==> src/rtl/u8fold_pkg.sv <==
// ----------------------------------------------------------------------------
// u8fold_pkg
// Shared types, constants and the glyph fold function for the UTF-8 decoder.
// ----------------------------------------------------------------------------
package u8fold_pkg;

    // Default sizes
    localparam int MAX_TEXT_LEN_DEF = 64;
    localparam int CMD_Q_DEPTH_DEF  = 2;

    // Font slot codes
    localparam logic [6:0] GLYPH_QMARK = 7'h3F;
    localparam logic [6:0] GLYPH_TILDE = 7'h7E;
    localparam logic [6:0] GLYPH_LBRACE = 7'h7B;
    localparam logic [6:0] GLYPH_RBRACE = 7'h7D;
    localparam logic [6:0] GLYPH_BTICK = 7'h60;
    localparam logic [6:0] GLYPH_LOW_O = 7'h6F;

    // Special codepoints
    localparam logic [20:0] CP_ARROW_RIGHT = 21'h02192;
    localparam logic [20:0] CP_ARROW_UP    = 21'h02191;
    localparam logic [20:0] CP_ARROW_DOWN  = 21'h02193;
    localparam logic [20:0] CP_BULLET      = 21'h02022;
    localparam logic [20:0] CP_DEGREE      = 21'h000B0;

    // Input item
    typedef struct packed {
        logic [7:0] data_byte;
        logic       end_of_text;
    } in_item_t;

    // Result item
    typedef struct packed {
        logic [6:0] glyph_code;
        logic       is_end;
        logic [5:0] text_length;
    } result_t;

    // Work command from the decoder to the result sequencer:
    // q_count question marks, then an optional glyph, then an optional end.
    typedef struct packed {
        logic [1:0] q_count;
        logic       has_glyph;
        logic       has_end;
        logic [6:0] code;
    } cmd_t;

    // Kind of result the sequencer produces this cycle
    typedef enum logic [1:0] {
        KIND_QMARK,
        KIND_GLYPH,
        KIND_END
    } kind_t;

    // Fold a codepoint to a 7-bit font slot
    function automatic logic [6:0] fold_to_slot(input logic [20:0] cp);
        logic       latin;
        logic [7:0] lo;
        logic [7:0] up;
        logic [6:0] slot;
        latin = (cp[20:8] == 13'd0);
        lo    = cp[7:0];
        up    = (lo >= 8'hE0) ? (lo - 8'h20) : lo;
        slot  = GLYPH_QMARK;
        if (cp == CP_ARROW_RIGHT) begin
            slot = GLYPH_TILDE;
        end
        else if (cp == CP_ARROW_UP) begin
            slot = GLYPH_LBRACE;
        end
        else if (cp == CP_ARROW_DOWN) begin
            slot = GLYPH_RBRACE;
        end
        else if (cp == CP_BULLET) begin
            slot = GLYPH_BTICK;
        end
        else if (cp == CP_DEGREE) begin
            slot = GLYPH_LOW_O;
        end
        else if (latin && lo >= 8'h61 && lo <= 8'h7A) begin
            slot = 7'(lo - 8'h20);
        end
        else if (latin && lo >= 8'h20 && lo <= 8'h7E) begin
            slot = lo[6:0];
        end
        else if (latin) begin
            // accented Latin-1 letters drop their accent
            if (up >= 8'hC0 && up <= 8'hC5)      slot = 7'h41;
            else if (up >= 8'hC8 && up <= 8'hCB) slot = 7'h45;
            else if (up >= 8'hCC && up <= 8'hCF) slot = 7'h49;
            else if (up >= 8'hD2 && up <= 8'hD6) slot = 7'h4F;
            else if (up >= 8'hD9 && up <= 8'hDC) slot = 7'h55;
            else if (up == 8'hD1)                slot = 7'h4E;
            else if (up == 8'hC7)                slot = 7'h43;
            else                                 slot = GLYPH_QMARK;
        end
        return slot;
    endfunction

endpackage

==> src/rtl/u8fold_front.sv <==
// ----------------------------------------------------------------------------
// u8fold_front
// Accepts bytes, tracks the open UTF-8 sequence and issues work commands.
// ----------------------------------------------------------------------------
module u8fold_front (
    input  logic               clk,
    input  logic               rst_n,
    input  logic               push,
    input  u8fold_pkg::in_item_t item,
    input  logic               q_full,
    output logic               full,
    output logic               cmd_push,
    output u8fold_pkg::cmd_t   cmd
);
    import u8fold_pkg::*;

    logic [20:0] partial_reg, partial_next;
    logic [1:0]  needed_reg, needed_next;
    logic [1:0]  held_reg, held_next;

    logic        accept;
    logic [7:0]  b;
    logic [20:0] merged;
    cmd_t        cmd_c;

    assign full   = q_full;
    assign accept = push && !q_full;
    assign b      = item.data_byte;
    assign merged = {partial_reg[14:0], b[5:0]};

    // Decode one item into a command and the next sequence state
    always_comb
    begin
        partial_next    = partial_reg;
        needed_next     = needed_reg;
        held_next       = held_reg;
        cmd_c.q_count   = 2'd0;
        cmd_c.has_glyph = 1'b0;
        cmd_c.has_end   = 1'b0;
        cmd_c.code      = GLYPH_QMARK;

        if (item.end_of_text) begin
            // flush held bytes, then end the text
            cmd_c.q_count = held_reg;
            cmd_c.has_end = 1'b1;
            partial_next  = '0;
            needed_next   = 2'd0;
            held_next     = 2'd0;
        end
        else if (needed_reg != 2'd0 && b[7:6] == 2'b10) begin
            // continuation byte
            needed_next = needed_reg - 2'd1;
            if (needed_reg == 2'd1) begin
                cmd_c.has_glyph = 1'b1;
                cmd_c.code      = fold_to_slot(merged);
                partial_next    = '0;
                held_next       = 2'd0;
            end
            else begin
                partial_next = merged;
                held_next    = held_reg + 2'd1;
            end
        end
        else begin
            // broken sequence flushes, then the byte starts afresh
            cmd_c.q_count = (needed_reg != 2'd0) ? held_reg : 2'd0;
            partial_next  = '0;
            needed_next   = 2'd0;
            held_next     = 2'd0;
            if (b[7] == 1'b0) begin
                cmd_c.has_glyph = 1'b1;
                cmd_c.code      = fold_to_slot({13'd0, b});
            end
            else if (b[7:5] == 3'b110) begin
                partial_next = {16'd0, b[4:0]};
                needed_next  = 2'd1;
                held_next    = 2'd1;
            end
            else if (b[7:4] == 4'b1110) begin
                partial_next = {17'd0, b[3:0]};
                needed_next  = 2'd2;
                held_next    = 2'd1;
            end
            else if (b[7:3] == 5'b11110) begin
                partial_next = {18'd0, b[2:0]};
                needed_next  = 2'd3;
                held_next    = 2'd1;
            end
            else begin
                cmd_c.has_glyph = 1'b1;
                cmd_c.code      = GLYPH_QMARK;
            end
        end
    end

    assign cmd      = cmd_c;
    assign cmd_push = accept && (cmd_c.q_count != 2'd0 || cmd_c.has_glyph || cmd_c.has_end);

    // Sequence state
    always_ff @(posedge clk or negedge rst_n)
    begin
        if (!rst_n) begin
            partial_reg <= '0;
            needed_reg  <= 2'd0;
            held_reg    <= 2'd0;
        end
        else if (accept) begin
            partial_reg <= partial_next;
            needed_reg  <= needed_next;
            held_reg    <= held_next;
        end
    end

endmodule

==> src/rtl/u8fold_cmd_q.sv <==
// ----------------------------------------------------------------------------
// u8fold_cmd_q
// Short command queue between the decoder and the result sequencer.
// ----------------------------------------------------------------------------
module u8fold_cmd_q #(
    parameter int DEPTH = u8fold_pkg::CMD_Q_DEPTH_DEF
) (
    input  logic             clk,
    input  logic             rst_n,
    input  logic             wr_en,
    input  u8fold_pkg::cmd_t wr_cmd,
    output logic             q_full,
    input  logic             rd_en,
    output logic             q_valid,
    output u8fold_pkg::cmd_t rd_cmd
);
    import u8fold_pkg::*;

    localparam int PW = (DEPTH > 1) ? $clog2(DEPTH) : 1;
    localparam int CW = $clog2(DEPTH + 1);

    cmd_t          mem [DEPTH];
    logic [PW-1:0] wr_ptr_reg, wr_ptr_next;
    logic [PW-1:0] rd_ptr_reg, rd_ptr_next;
    logic [CW-1:0] cnt_reg, cnt_next;
    logic          do_wr, do_rd;

    assign q_full  = (cnt_reg == CW'(DEPTH));
    assign q_valid = (cnt_reg != '0);
    assign rd_cmd  = mem[rd_ptr_reg];
    assign do_wr   = wr_en && !q_full;
    assign do_rd   = rd_en && q_valid;

    // Pointer and fill count update
    always_comb
    begin
        wr_ptr_next = wr_ptr_reg;
        rd_ptr_next = rd_ptr_reg;
        cnt_next    = cnt_reg;
        if (do_wr) begin
            wr_ptr_next = (wr_ptr_reg == PW'(DEPTH - 1)) ? '0 : wr_ptr_reg + 1'b1;
        end
        if (do_rd) begin
            rd_ptr_next = (rd_ptr_reg == PW'(DEPTH - 1)) ? '0 : rd_ptr_reg + 1'b1;
        end
        if (do_wr && !do_rd) begin
            cnt_next = cnt_reg + 1'b1;
        end
        else if (!do_wr && do_rd) begin
            cnt_next = cnt_reg - 1'b1;
        end
    end

    always_ff @(posedge clk or negedge rst_n)
    begin
        if (!rst_n) begin
            wr_ptr_reg <= '0;
            rd_ptr_reg <= '0;
            cnt_reg    <= '0;
        end
        else begin
            wr_ptr_reg <= wr_ptr_next;
            rd_ptr_reg <= rd_ptr_next;
            cnt_reg    <= cnt_next;
        end
    end

    // Storage
    always_ff @(posedge clk)
    begin
        if (do_wr) begin
            mem[wr_ptr_reg] <= wr_cmd;
        end
    end

endmodule

==> src/rtl/u8fold_back.sv <==
// ----------------------------------------------------------------------------
// u8fold_back
// Expands commands into result items, counts glyphs and drives the output.
// ----------------------------------------------------------------------------
module u8fold_back #(
    parameter int MAX_TEXT_LEN = u8fold_pkg::MAX_TEXT_LEN_DEF
) (
    input  logic              clk,
    input  logic              rst_n,
    input  logic              q_valid,
    input  u8fold_pkg::cmd_t  head,
    output logic              q_pop,
    input  logic              pop,
    output logic              empty,
    output u8fold_pkg::result_t result
);
    import u8fold_pkg::*;

    localparam int CW = $clog2(MAX_TEXT_LEN);

    logic [2:0]    idx_reg, idx_next;
    logic [CW-1:0] cnt_reg, cnt_next;
    logic          out_valid_reg, out_valid_next;
    result_t       out_reg, out_next;

    kind_t         kind;
    logic [2:0]    len;
    logic          last;
    logic          slot_free;
    logic          step;
    logic          sat;
    logic [CW+5:0] cnt_ext;

    assign slot_free = !out_valid_reg || pop;
    assign step      = q_valid && slot_free;
    assign len       = {1'b0, head.q_count} + {2'd0, head.has_glyph} + {2'd0, head.has_end};
    assign last      = (idx_reg + 3'd1 == len);
    assign q_pop     = step && last;
    assign sat       = ({1'b0, cnt_reg} + 1'b1) >= (CW + 1)'(MAX_TEXT_LEN);
    assign cnt_ext   = {6'd0, cnt_reg};

    // Which result this step of the command yields
    always_comb
    begin
        if (idx_reg < {1'b0, head.q_count}) begin
            kind = KIND_QMARK;
        end
        else if (idx_reg == {1'b0, head.q_count} && head.has_glyph) begin
            kind = KIND_GLYPH;
        end
        else begin
            kind = KIND_END;
        end
    end

    // Result generation and glyph count
    always_comb
    begin
        idx_next       = idx_reg;
        cnt_next       = cnt_reg;
        out_next       = out_reg;
        out_valid_next = out_valid_reg && !pop;
        if (step) begin
            idx_next = last ? 3'd0 : idx_reg + 3'd1;
            case (kind)
                KIND_QMARK, KIND_GLYPH:
                begin
                    // glyphs past the text limit are dropped
                    if (!sat) begin
                        cnt_next             = cnt_reg + 1'b1;
                        out_next.glyph_code  = (kind == KIND_QMARK) ? GLYPH_QMARK : head.code;
                        out_next.is_end      = 1'b0;
                        out_next.text_length = 6'd0;
                        out_valid_next       = 1'b1;
                    end
                end
                KIND_END:
                begin
                    cnt_next             = '0;
                    out_next.glyph_code  = 7'd0;
                    out_next.is_end      = 1'b1;
                    out_next.text_length = cnt_ext[5:0];
                    out_valid_next       = 1'b1;
                end
                default:
                begin
                    out_valid_next = out_valid_reg && !pop;
                end
            endcase
        end
    end

    always_ff @(posedge clk or negedge rst_n)
    begin
        if (!rst_n) begin
            idx_reg       <= 3'd0;
            cnt_reg       <= '0;
            out_valid_reg <= 1'b0;
        end
        else begin
            idx_reg       <= idx_next;
            cnt_reg       <= cnt_next;
            out_valid_reg <= out_valid_next;
        end
    end

    // Output payload
    always_ff @(posedge clk)
    begin
        out_reg <= out_next;
    end

    assign empty  = !out_valid_reg;
    assign result = out_reg;

endmodule

==> src/rtl/utf8_decode_fold_to_font.sv <==
// An accepted item's command is registered in the command queue, its results in
// the output slot. Throughput: one byte per cycle while the queue is not full;
// an item with k results (up to four) holds the sequencer until all are issued,
// a glyph dropped at the text limit still takes a sequencer step, and a two-entry
// queue absorbs this. Reset: async, active low; clears sequence, count and queue.
// ----------------------------------------------------------------------------
// utf8_decode_fold_to_font
// UTF-8 byte stream decoder that folds each character to a font slot code.
// ----------------------------------------------------------------------------
module utf8_decode_fold_to_font #(
    parameter int MAX_TEXT_LEN = u8fold_pkg::MAX_TEXT_LEN_DEF,
    parameter int CMD_Q_DEPTH  = u8fold_pkg::CMD_Q_DEPTH_DEF
) (
    input  logic                clk,
    input  logic                rst_n,
    input  logic                push,
    output logic                full,
    input  u8fold_pkg::in_item_t item,
    output logic                empty,
    input  logic                pop,
    output u8fold_pkg::result_t result
);
    import u8fold_pkg::*;

    logic cmd_push;
    cmd_t cmd_in;
    logic q_full;
    logic q_valid;
    logic q_pop;
    cmd_t q_head;

    // Decoder
    u8fold_front u_front (
        .clk      (clk),
        .rst_n    (rst_n),
        .push     (push),
        .item     (item),
        .q_full   (q_full),
        .full     (full),
        .cmd_push (cmd_push),
        .cmd      (cmd_in)
    );

    // Command queue
    u8fold_cmd_q #(
        .DEPTH (CMD_Q_DEPTH)
    ) u_cmd_q (
        .clk     (clk),
        .rst_n   (rst_n),
        .wr_en   (cmd_push),
        .wr_cmd  (cmd_in),
        .q_full  (q_full),
        .rd_en   (q_pop),
        .q_valid (q_valid),
        .rd_cmd  (q_head)
    );

    // Result sequencer
    u8fold_back #(
        .MAX_TEXT_LEN (MAX_TEXT_LEN)
    ) u_back (
        .clk     (clk),
        .rst_n   (rst_n),
        .q_valid (q_valid),
        .head    (q_head),
        .q_pop   (q_pop),
        .pop     (pop),
        .empty   (empty),
        .result  (result)
    );

`ifndef SYNTHESIS
    // end result carries no glyph
    a_end_no_glyph: assert property (@(posedge clk) disable iff (!rst_n)
        (!empty && result.is_end) |-> (result.glyph_code == 7'd0))
        else $error("end item with nonzero glyph code");

    // glyph results carry no length
    a_glyph_no_len: assert property (@(posedge clk) disable iff (!rst_n)
        (!empty && !result.is_end) |-> (result.text_length == 6'd0))
        else $error("glyph item with nonzero length");

    // a full queue always has work for the sequencer
    a_full_has_work: assert property (@(posedge clk) disable iff (!rst_n)
        full |-> q_valid)
        else $error("queue full while sequencer sees no command");

    // a free output slot with pending work gets filled or the work is dropped
    a_queue_drains: assert property (@(posedge clk) disable iff (!rst_n)
        (q_valid && empty && q_pop) |=> (!empty || $past(q_head.has_end) == 1'b0))
        else $error("end item lost by sequencer");
`endif

endmodule
==> config.mk <==
export PLATFORM = sky130hd
export DESIGN_NAME = utf8_decode_fold_to_font
export DESIGN_NICKNAME = d
export VERILOG_FILES = /design/src/rtl/u8fold_pkg.sv /design/src/rtl/u8fold_front.sv /design/src/rtl/u8fold_cmd_q.sv /design/src/rtl/u8fold_back.sv /design/src/rtl/utf8_decode_fold_to_font.sv
export SDC_FILE = /design/constraint.sdc
export NUM_CORES = 1
export LEC_CHECK = 0
export ABC_AREA = 1
export BUFFER_PORTS_ARGS = -buffer_cell sky130_fd_sc_hd__buf_2
export CORE_AREA = 2 2 108 89
export CTS_CLUSTER_SIZE = 8
export DETAILED_ROUTE_END_ITERATION = 6
export DIE_AREA = 0 0 110 91
export PLACE_DENSITY = 0.67
export SYNTH_ARGS = -nofsm -noshare
export SYNTH_HDL_FRONTEND = slang
export SYNTH_SLANG_ARGS = --single-unit
export TNS_END_PERCENT = 100
==> constraint.sdc <==
create_clock -name clk -period 4 [get_ports clk]
set_clock_uncertainty 0.15 [all_clocks]
set_input_delay 1.2 -clock clk [delete_from_list [all_inputs] [get_ports clk]]
set_output_delay 1.2 -clock clk [all_outputs]
set_load 0.03 [all_outputs]
# Word-level counts from Yosys, hierarchy flattened
# Memory sizes are Yosys's and may differ from the RTL's.
# Index checks and enable logic that the tools add are counted.
[totals]
mem_bits_rw = 22
reg_bits = 47
elab_cells = 202
output_inout_bits = 16
mem_count = 1
input_bits = 13
[op_classes]
mux = 79
addsub = 13
n_reduce_logical = 44
eq_ne = 21
order_cmp = 32
[mem_list]
columns = ["memory", "words", "width", "rd", "rd_clocked_by_memory_dff", "wr", "line", "rtl"]
rows = [
  ["u_cmd_q.mem", 2, 11, 1, 0, 1, "u8fold_cmd_q.sv:22", "cmd_t mem [DEPTH];"],
]
[ops]
columns = ["operator", "n"]
rows = [
  ["$mux W7", 30],
  ["$ge A8 B8 Y1 const B", 12],
  ["$eq A21 B14 Y1 const B", 4],
  ["$le A8 B8 Y1 const B", 10],
  ["$mux W15", 5],
  ["$eq A8 B8 Y1 const B", 5],
  ["$mux W2", 19],
  ["$le A8 B7 Y1 const B", 4],
  ["$pmux W14 S2", 1],
  ["$logic_and A1 B1 Y1", 27],
  ["$eq A21 B8 Y1 const B", 1],
  ["$ge A8 B6 Y1 const B", 2],
  ["$ge A8 B7 Y1 const B", 2],
  ["$mux W8", 2],
  ["$sub A8 B6 Y8 const B", 2],
  ["$mux W1", 15],
  ["$mux W14", 1],
  ["$logic_not A13 Y1", 1],
  ["$pmux W6 S2", 1],
  ["$reduce_bool A2 Y1", 5],
  ["$add A6 B1 Y7 const B", 1],
  ["$ge A7 B7 Y1 const B", 1],
  ["$add A6 B1 Y6 const B", 1],
  ["$eq A2 B2 Y1 const B", 3],
  ["other kinds (23)", 34],
]

# Depth between registers and ports, before layout
[logic_depth]
word_depth = 21
depth_mapped = 18
depth_no_buf = 18

# Cells and area by module
# Synthesis repeated with hierarchy kept, for this count alone.
[hier_totals]
hier_cells = 563
hier_area_um2 = 4500.6
[by_module_without_submodules]
columns = ["module", "area_each_um2", "cells_per_inst", "seq_area_each_um2", "n_inst"]
rows = [
  ["u8fold_front", 2168.3, 344, 475.5, 1],
  ["u8fold_back", 1295.0, 130, 670.6, 1],
  ["u8fold_cmd_q", 1037.2, 89, 760.7, 1],
]

# Worst setup path after synthesis
# Ideal clock, no wire load.
[synth_timing]
kind = "input to register"
from = "input port item[8] (netlist bit)"
to = "memory u_cmd_q.mem[1][0] (netlist bit), enable pin"
path_slack_ns = 0.780
t_required_ns = 3.470
path_buffers = 1
arrival_time_ns = 2.690
cell_stages = 12
setup_time_ns = 0.380
cell_sequence = "buf_4 > inv_2 > nor2_1 > inv_1 > nor2_1 > inv_1 > nand2_1 > nor2_1 > nor2_1 > nand3_1 > nand2_1 > nor2_1"
[synth_between]
elab_chain_cells = 13
word_cells_on_any_way = 20
classes_between = "4 x eq/ne; 10 x mux; 6 x reduce/logical"
[synth_lines]
columns = ["element", "line", "rtl"]
rows = [
  ["start, declared", "utf8_decode_fold_to_font.sv:18", "input u8fold_pkg::in_item_t item,"],
  ["$eq A5 B5 Y1", "u8fold_front.sv:84", "else if (b[7:3] == 5'b11110) begin"],
  ["$mux W1", "u8fold_front.sv:84", ""],
  ["$mux W1", "u8fold_front.sv:79", "else if (b[7:4] == 4'b1110) begin"],
  ["$mux W1", "u8fold_front.sv:74", "else if (b[7:5] == 3'b110) begin"],
  ["$mux W1", "u8fold_front.sv:70", "if (b[7] == 1'b0) begin"],
  ["$mux W1", "u8fold_front.sv:50", "else if (needed_reg != 2'd0 && b[7:6] == 2'b10) begin"],
  ["$mux W1", "u8fold_front.sv:42", "if (item.end_of_text) begin"],
  ["$logic_or A1 B1 Y1 (*) (2 in series)", "u8fold_front.sv:97", "assign cmd_push = accept && (cmd_c.q_count != 2'd0 || cmd_c.has_glyph || cmd_c.has_end);"],
  ["$logic_and A1 B1 Y1 (*)", "u8fold_front.sv:97", ""],
  ["$logic_and A1 B1 Y1 (*)", "u8fold_cmd_q.sv:31", "assign do_wr = wr_en && !q_full;"],
  ["$mux W1 (*)", "u8fold_cmd_q.sv:71", "if (do_wr) begin"],
  ["$mux W1 (implied by the code) (*)", "u8fold_cmd_q.sv:72", "mem[wr_ptr_reg] <= wr_cmd;"],
  ["end, declared", "u8fold_cmd_q.sv:22", ""],
]
# Mark *: on every way between the ends. The rest lies on a longest branch, timed or not.

# Worst setup path in the final report
[layout_timing]
from = "input port item[6] (netlist bit)"
to = "register u_cmd_q.cnt_reg[1]"
[layout_between]
elab_chain_cells = 14
word_cells_on_any_way = 18
classes_between = "3 x eq/ne; 7 x mux; 8 x reduce/logical"
[layout_lines]
columns = ["element", "line", "rtl"]
rows = [
  ["$eq A5 B5 Y1", "u8fold_front.sv:84", ""],
  ["$mux W1", "u8fold_front.sv:84", ""],
  ["$mux W1", "u8fold_front.sv:79", ""],
  ["$mux W1 (*)", "u8fold_front.sv:74", ""],
  ["$mux W1 (*)", "u8fold_front.sv:70", ""],
  ["$mux W1 (*)", "u8fold_front.sv:50", ""],
  ["$mux W1 (*)", "u8fold_front.sv:42", ""],
  ["$logic_or A1 B1 Y1 (*) (2 in series)", "u8fold_front.sv:97", ""],
  ["$logic_and A1 B1 Y1 (*)", "u8fold_front.sv:97", ""],
  ["$logic_and A1 B1 Y1 (*)", "u8fold_cmd_q.sv:31", ""],
  ["net u_cmd_q.do_wr", "u8fold_cmd_q.sv:26", "logic do_wr, do_rd;"],
  ["$logic_not A1 Y1", "u8fold_cmd_q.sv:49", "else if (!do_wr && do_rd) begin"],
  ["$logic_and A1 B1 Y1", "u8fold_cmd_q.sv:49", ""],
  ["$reduce_bool A2 Y1 (no source line)", "-", ""],
  ["end signal, assigned", "u8fold_cmd_q.sv:64", "cnt_reg <= cnt_next;"],
  ["end, declared", "u8fold_cmd_q.sv:25", "logic [CW-1:0] cnt_reg, cnt_next;"],
]
# The timed path passes the listed nets; every way through them passes the cells marked *.
# A chain may end at the register's enable or synchronous reset.

==> run_summary.xml <==
<?xml version="1.0" encoding="UTF-8"?>
<metrics>
  <group name="synth">
    <metric name="synth.lib_cells_used.distinct" unit="">45</metric>
    <metric name="synth_fa_ha_area_share" unit="%">4.725</metric>
    <metric name="synth.net_count" unit="">573</metric>
    <metric name="synth_mux_area_share" unit="%">0.2277</metric>
    <metric name="synth-compound-area-share" unit="%">12.13</metric>
    <metric name="synth_area_per_cell" unit="um^2">8.080</metric>
    <metric name="synth_common_cells" unit="">114 x sky130_fd_sc_hd__nand2_1, 60 x sky130_fd_sc_hd__inv_1, 55 x sky130_fd_sc_hd__nor2_1</metric>
    <metric name="synth_largest_area_cell" unit="">sky130_fd_sc_hd__edfxtp_1</metric>
    <metric name="synth_top_cells_by_area" unit="">sky130_fd_sc_hd__edfxtp_1 25%, sky130_fd_sc_hd__dfrtp_1 19%, sky130_fd_sc_hd__nand2_1 9.7%</metric>
    <metric name="netlist.area_leader.share" unit="%">24.59</metric>
    <metric name="synth_top_family_by_area" unit="">simple AND/OR/NAND/NOR gates</metric>
    <metric name="ys_seq_area_share" unit="%">43.38</metric>
    <metric name="number_of_warning_messages_in_the_yosys_log" unit="">0</metric>
    <metric name="number_of_enable_flip_flop_cells_after_synthesis" unit="">36</metric>
    <metric name="ys_async_sr_fraction" unit="%">47.83</metric>
    <metric name="synth_xor_xnor_area_share" unit="%">1.793</metric>
    <metric name="yosys.cell_count.top_type" unit="">sky130_fd_sc_hd__nand2_1</metric>
    <metric name="synthesis.instances" unit="">544</metric>
    <metric name="synth_simple_gate_area_share" unit="%">29.43</metric>
    <metric name="post_synth_instance_area" unit="um^2">4395</metric>
    <metric name="synth.ff_latch_count" unit="">69</metric>
    <metric name="synth_flop_cell" unit="">sky130_fd_sc_hd__edfxtp_1</metric>
  </group>
  <group name="cts">
    <metric name="post_cts.resized_instances" unit="">0</metric>
    <metric name="cts_max_path_bufs" unit="">2</metric>
    <metric name="ctsHtreeMaxLevel" unit="">3</metric>
    <metric name="clock_tree.root_cell" unit="">sky130_fd_sc_hd__clkbuf_8</metric>
    <metric name="cts_setup_buffers" unit="">0</metric>
    <metric name="cts-buffers-inserted" unit="">9</metric>
    <metric name="cts_hold_repair.buffers" unit="">0</metric>
    <metric name="clock_sinks" unit="">69</metric>
    <metric name="worst_path_clk_slew" unit="ns">0.08</metric>
    <metric name="tritoncts" unit="">done</metric>
    <metric name="clkLatencyLatePin" unit="ns">0.34</metric>
  </group>
  <group name="layout">
    <metric name="multi_input_area" unit="um^2">2123</metric>
    <metric name="areaGrowthSynthToFinish" unit="%">11.44</metric>
    <metric name="final_design_area_no_fill" unit="um^2">4898</metric>
    <metric name="layout.nets" unit="">608</metric>
    <metric name="largest_reg_flops" unit="">22</metric>
    <metric name="finish.utilization" unit="%">55.15</metric>
    <metric name="nFillCells" unit="">812</metric>
    <metric name="final_cell_count_without_fillers" unit="">699</metric>
    <metric name="post_route_cells_drive_above_1_share" unit="%">19.35</metric>
    <metric name="antenna_cells_inserted" unit="">0</metric>
    <metric name="regArea" unit="um^2">1907</metric>
  </group>
  <group name="sta">
    <metric name="timing_worst_slew_pin_value" unit="ns">0.8617</metric>
    <metric name="slew_headroom" unit="%">42.34</metric>
    <metric name="maxClockFrequency" unit="MHz">294.7</metric>
    <metric name="timing.final.setup_violations" unit="">0</metric>
    <metric name="unrepaired_setup_endpoints_after_global_routing" unit="">false</metric>
    <metric name="final_report_hold_violation_count" unit="">0</metric>
    <metric name="finalMaxSlewViolations" unit="">0</metric>
    <metric name="setup_total_negative_slack" unit="ns">0</metric>
    <metric name="finalCriticalPeriod" unit="ns">3.393</metric>
    <metric name="post-route-worst-setup-slack" unit="ns">0.6072</metric>
    <metric name="final.period_utilization" unit="%">84.82</metric>
  </group>
  <group name="place">
    <metric name="place.detailed.instances" unit="">683</metric>
    <metric name="post-place-ws" unit="ns">0.3124</metric>
    <metric name="io_buffer_count" unit="">28</metric>
    <metric name="hpwlAfterDp" unit="um">7830</metric>
    <metric name="post_dp_cell_area" unit="um^2">4671</metric>
    <metric name="routabilityCongestion" unit="">0.9927</metric>
  </group>
  <group name="setup_path">
    <metric name="timing.critical_path.from_type" unit="">input pin</metric>
    <metric name="setup.worst_path.end" unit="">u_cmd_q.cnt_reg[1]</metric>
    <metric name="critical_path.reg2reg.endpoint" unit="">u_back.cnt_reg[5]</metric>
    <metric name="regToRegSetupSlack" unit="ns">0.90</metric>
    <metric name="rr_worst_depth" unit="">13</metric>
    <metric name="crit_chain" unit="">buf_2 -&gt; ha_1 -&gt; inv_1 -&gt; nor4_1 -&gt; nor2_1 -&gt; inv_1 -&gt; nor2_1 -&gt; nor2_1 -&gt; nand3_1 -&gt; nand2_1 -&gt; inv_1 -&gt; ha_1 -&gt; a21oi_1 -&gt; o21ai_0 -&gt; xor2_1</metric>
    <metric name="required_time_at_the_worst_slack_endpoint" unit="ns">4.08</metric>
    <metric name="path_max_fanout" unit="">10</metric>
    <metric name="critPathSlowestCell" unit="">sky130_fd_sc_hd__nor4_1</metric>
    <metric name="crit-reg2reg-launch" unit="">u_cmd_q.rd_ptr_reg</metric>
    <metric name="crit_path_end_kind" unit="">flop</metric>
    <metric name="cp.depth" unit="">15</metric>
    <metric name="worstPathArrival" unit="ns">3.47</metric>
    <metric name="worst_setup_path_startpoint" unit="">item[6]</metric>
    <metric name="crit_path_max_incr_delay" unit="ns">0.37</metric>
    <metric name="worst_path_bufs_invs" unit="">4</metric>
    <metric name="setup.worst_path.class" unit="">in -&gt; reg</metric>
    <metric name="critPathTopFamily" unit="">simple AND/OR/NAND/NOR gates</metric>
  </group>
  <group name="floorplanning">
    <metric name="die_w" unit="um">110</metric>
    <metric name="floorplan.die.height" unit="um">91</metric>
    <metric name="core_region_area" unit="um^2">8882</metric>
    <metric name="initial_util" unit="%">49.49</metric>
    <metric name="core.rowCount" unit="">31</metric>
    <metric name="die_area" unit="um^2">10010</metric>
    <metric name="pin_count" unit="">29</metric>
  </group>
  <group name="drt">
    <metric name="viasPerCell" unit="">5.432</metric>
    <metric name="num_vias" unit="">3797</metric>
    <metric name="routed_wl" unit="um">10190</metric>
    <metric name="dr.first_iter.drc_count" unit="">298</metric>
    <metric name="firstDrtPassIters" unit="">6</metric>
    <metric name="detail-route-antenna-nets" unit="">0</metric>
    <metric name="drc_errors" unit="">0</metric>
    <metric name="wire_per_inst" unit="um">14.57</metric>
  </group>
  <group name="grt">
    <metric name="grt_pass1_vias" unit="">3599</metric>
    <metric name="grt_antenna_before_repair" unit="">0</metric>
    <metric name="track_usage" unit="%">21.63</metric>
    <metric name="grt_start_max_net_pins" unit="">34</metric>
    <metric name="gr-total-overflow" unit="">0</metric>
    <metric name="wire_length_of_the_first_global_routing_pass" unit="um">17130</metric>
  </group>
  <group name="run">
    <metric name="drv.max_cap_violation_count" unit="">0</metric>
  </group>
  <group name="power">
    <metric name="power.density" unit="nW/um^2">624.1</metric>
    <metric name="ir_drop" unit="mV">0.4446</metric>
    <metric name="leakage_dissipation" unit="nW">2.222</metric>
  </group>
  <group name="worst_hold_path">
    <metric name="hold_path_class" unit="">reg -&gt; reg</metric>
    <metric name="worst_hold_path.num_cells" unit="">2</metric>
  </group>
  <group name="run_status">
    <metric name="run_status" unit="">completed</metric>
  </group>
</metrics>
## cell type report
cell class | instances | share of cell area [%]
Tap cell | 115 | 2.937
Clock inverter | 7 | 2.120
Sequential cell | 69 | 38.93
Multi-Input combinational cell | 385 | 43.35
Clock buffer | 9 | 2.529
Timing Repair Buffer | 37 | 4.240
Inverter | 77 | 5.900
## worst min path at each step
| stage | startpoint | endpoint | slack, ns |
|---|---|---|---|
| 2_1_floorplan | u_front.partial_reg[9] | u_front.partial_reg[9] | 0.30 |
| 3_3_place_gp | u_front.partial_reg[11] | u_front.partial_reg[11] | 0.32 |
| 3_5_place_dp | u_front.partial_reg[9] | u_front.partial_reg[9] | 0.32 |
| 4_1_cts | u_front.partial_reg[11] | u_front.partial_reg[11] | 0.34 |
| 5_1_grt | u_front.partial_reg[9] | u_front.partial_reg[9] | 0.37 |
| 6_report | u_front.partial_reg[10] | u_front.partial_reg[10] | 0.34 |
## cells by family (layout without fill, tap and decap cells)
family                     after synthesis  after routing
AOI/OAI and AO/OA                       89             89
xor gates and xnor gates                 9              9
adders and majority gates               16             16
buffers and inverters                   90            130
DFF                                     69             69
muxes                                    1              1
and+or+nand+nor                        270            270
## placed cells by master (no fill, tap or decap), types with 3 or more instances in the layout
cell and n:
sky130_fd_sc_hd__a21oi_1 15, sky130_fd_sc_hd__a31oi_1 8, sky130_fd_sc_hd__buf_2 28, sky130_fd_sc_hd__buf_4 9
sky130_fd_sc_hd__clkbuf_8 9, sky130_fd_sc_hd__dfrtp_1 33, sky130_fd_sc_hd__edfxtp_1 36, sky130_fd_sc_hd__ha_1 15
sky130_fd_sc_hd__inv_1 60, sky130_fd_sc_hd__inv_2 15, sky130_fd_sc_hd__inv_6 4, sky130_fd_sc_hd__nand2_1 114
sky130_fd_sc_hd__nand2_2 10, sky130_fd_sc_hd__nand3_1 40, sky130_fd_sc_hd__nand3_2 7, sky130_fd_sc_hd__nand4_1 11
sky130_fd_sc_hd__nor2_1 55, sky130_fd_sc_hd__nor2_2 10, sky130_fd_sc_hd__nor2_4 5, sky130_fd_sc_hd__nor3_1 6
sky130_fd_sc_hd__nor4_1 3, sky130_fd_sc_hd__o2111ai_1 3, sky130_fd_sc_hd__o211ai_1 4, sky130_fd_sc_hd__o21ai_0 29
sky130_fd_sc_hd__o21ai_1 11, sky130_fd_sc_hd__o21ai_2 3, sky130_fd_sc_hd__o22ai_1 9, sky130_fd_sc_hd__xnor2_1 3
sky130_fd_sc_hd__xor2_1 6
## worst min-delay path: cells and delay by family, from the launching register on
kind,cells,cell delay [ns]
flops,1,0.35
simple gates,2,0.11
## report_power, final
group          leakage [nW]  internal, W  switching (W)
registers             0.770     0.000996      0.0000815
logic                  1.34     0.000412       0.000916
clock network         0.115     0.000361       0.000291
## through the flow
step / hold WS (ns) / total power, W
after global routing: 0.3713 / 0.003275
after global placement: 0.3167 / 0.002389
after detailed placement: 0.3227 / 0.002422
after floorplan: 0.2998 / 0.002078
after CTS: 0.3436 / 0.003072
final: 0.3433 / 0.003057
## layer usage
metal,wire (um),vias up,global-route usage [%]
li1,-,1901,-
met2,4627,148,34.00
met1,4713,1731,30.16
met3,646,17,3.877
met4,197,0,6.646
met5,0,-,0
No activity file was read; power rests on OpenSTA's default activity.
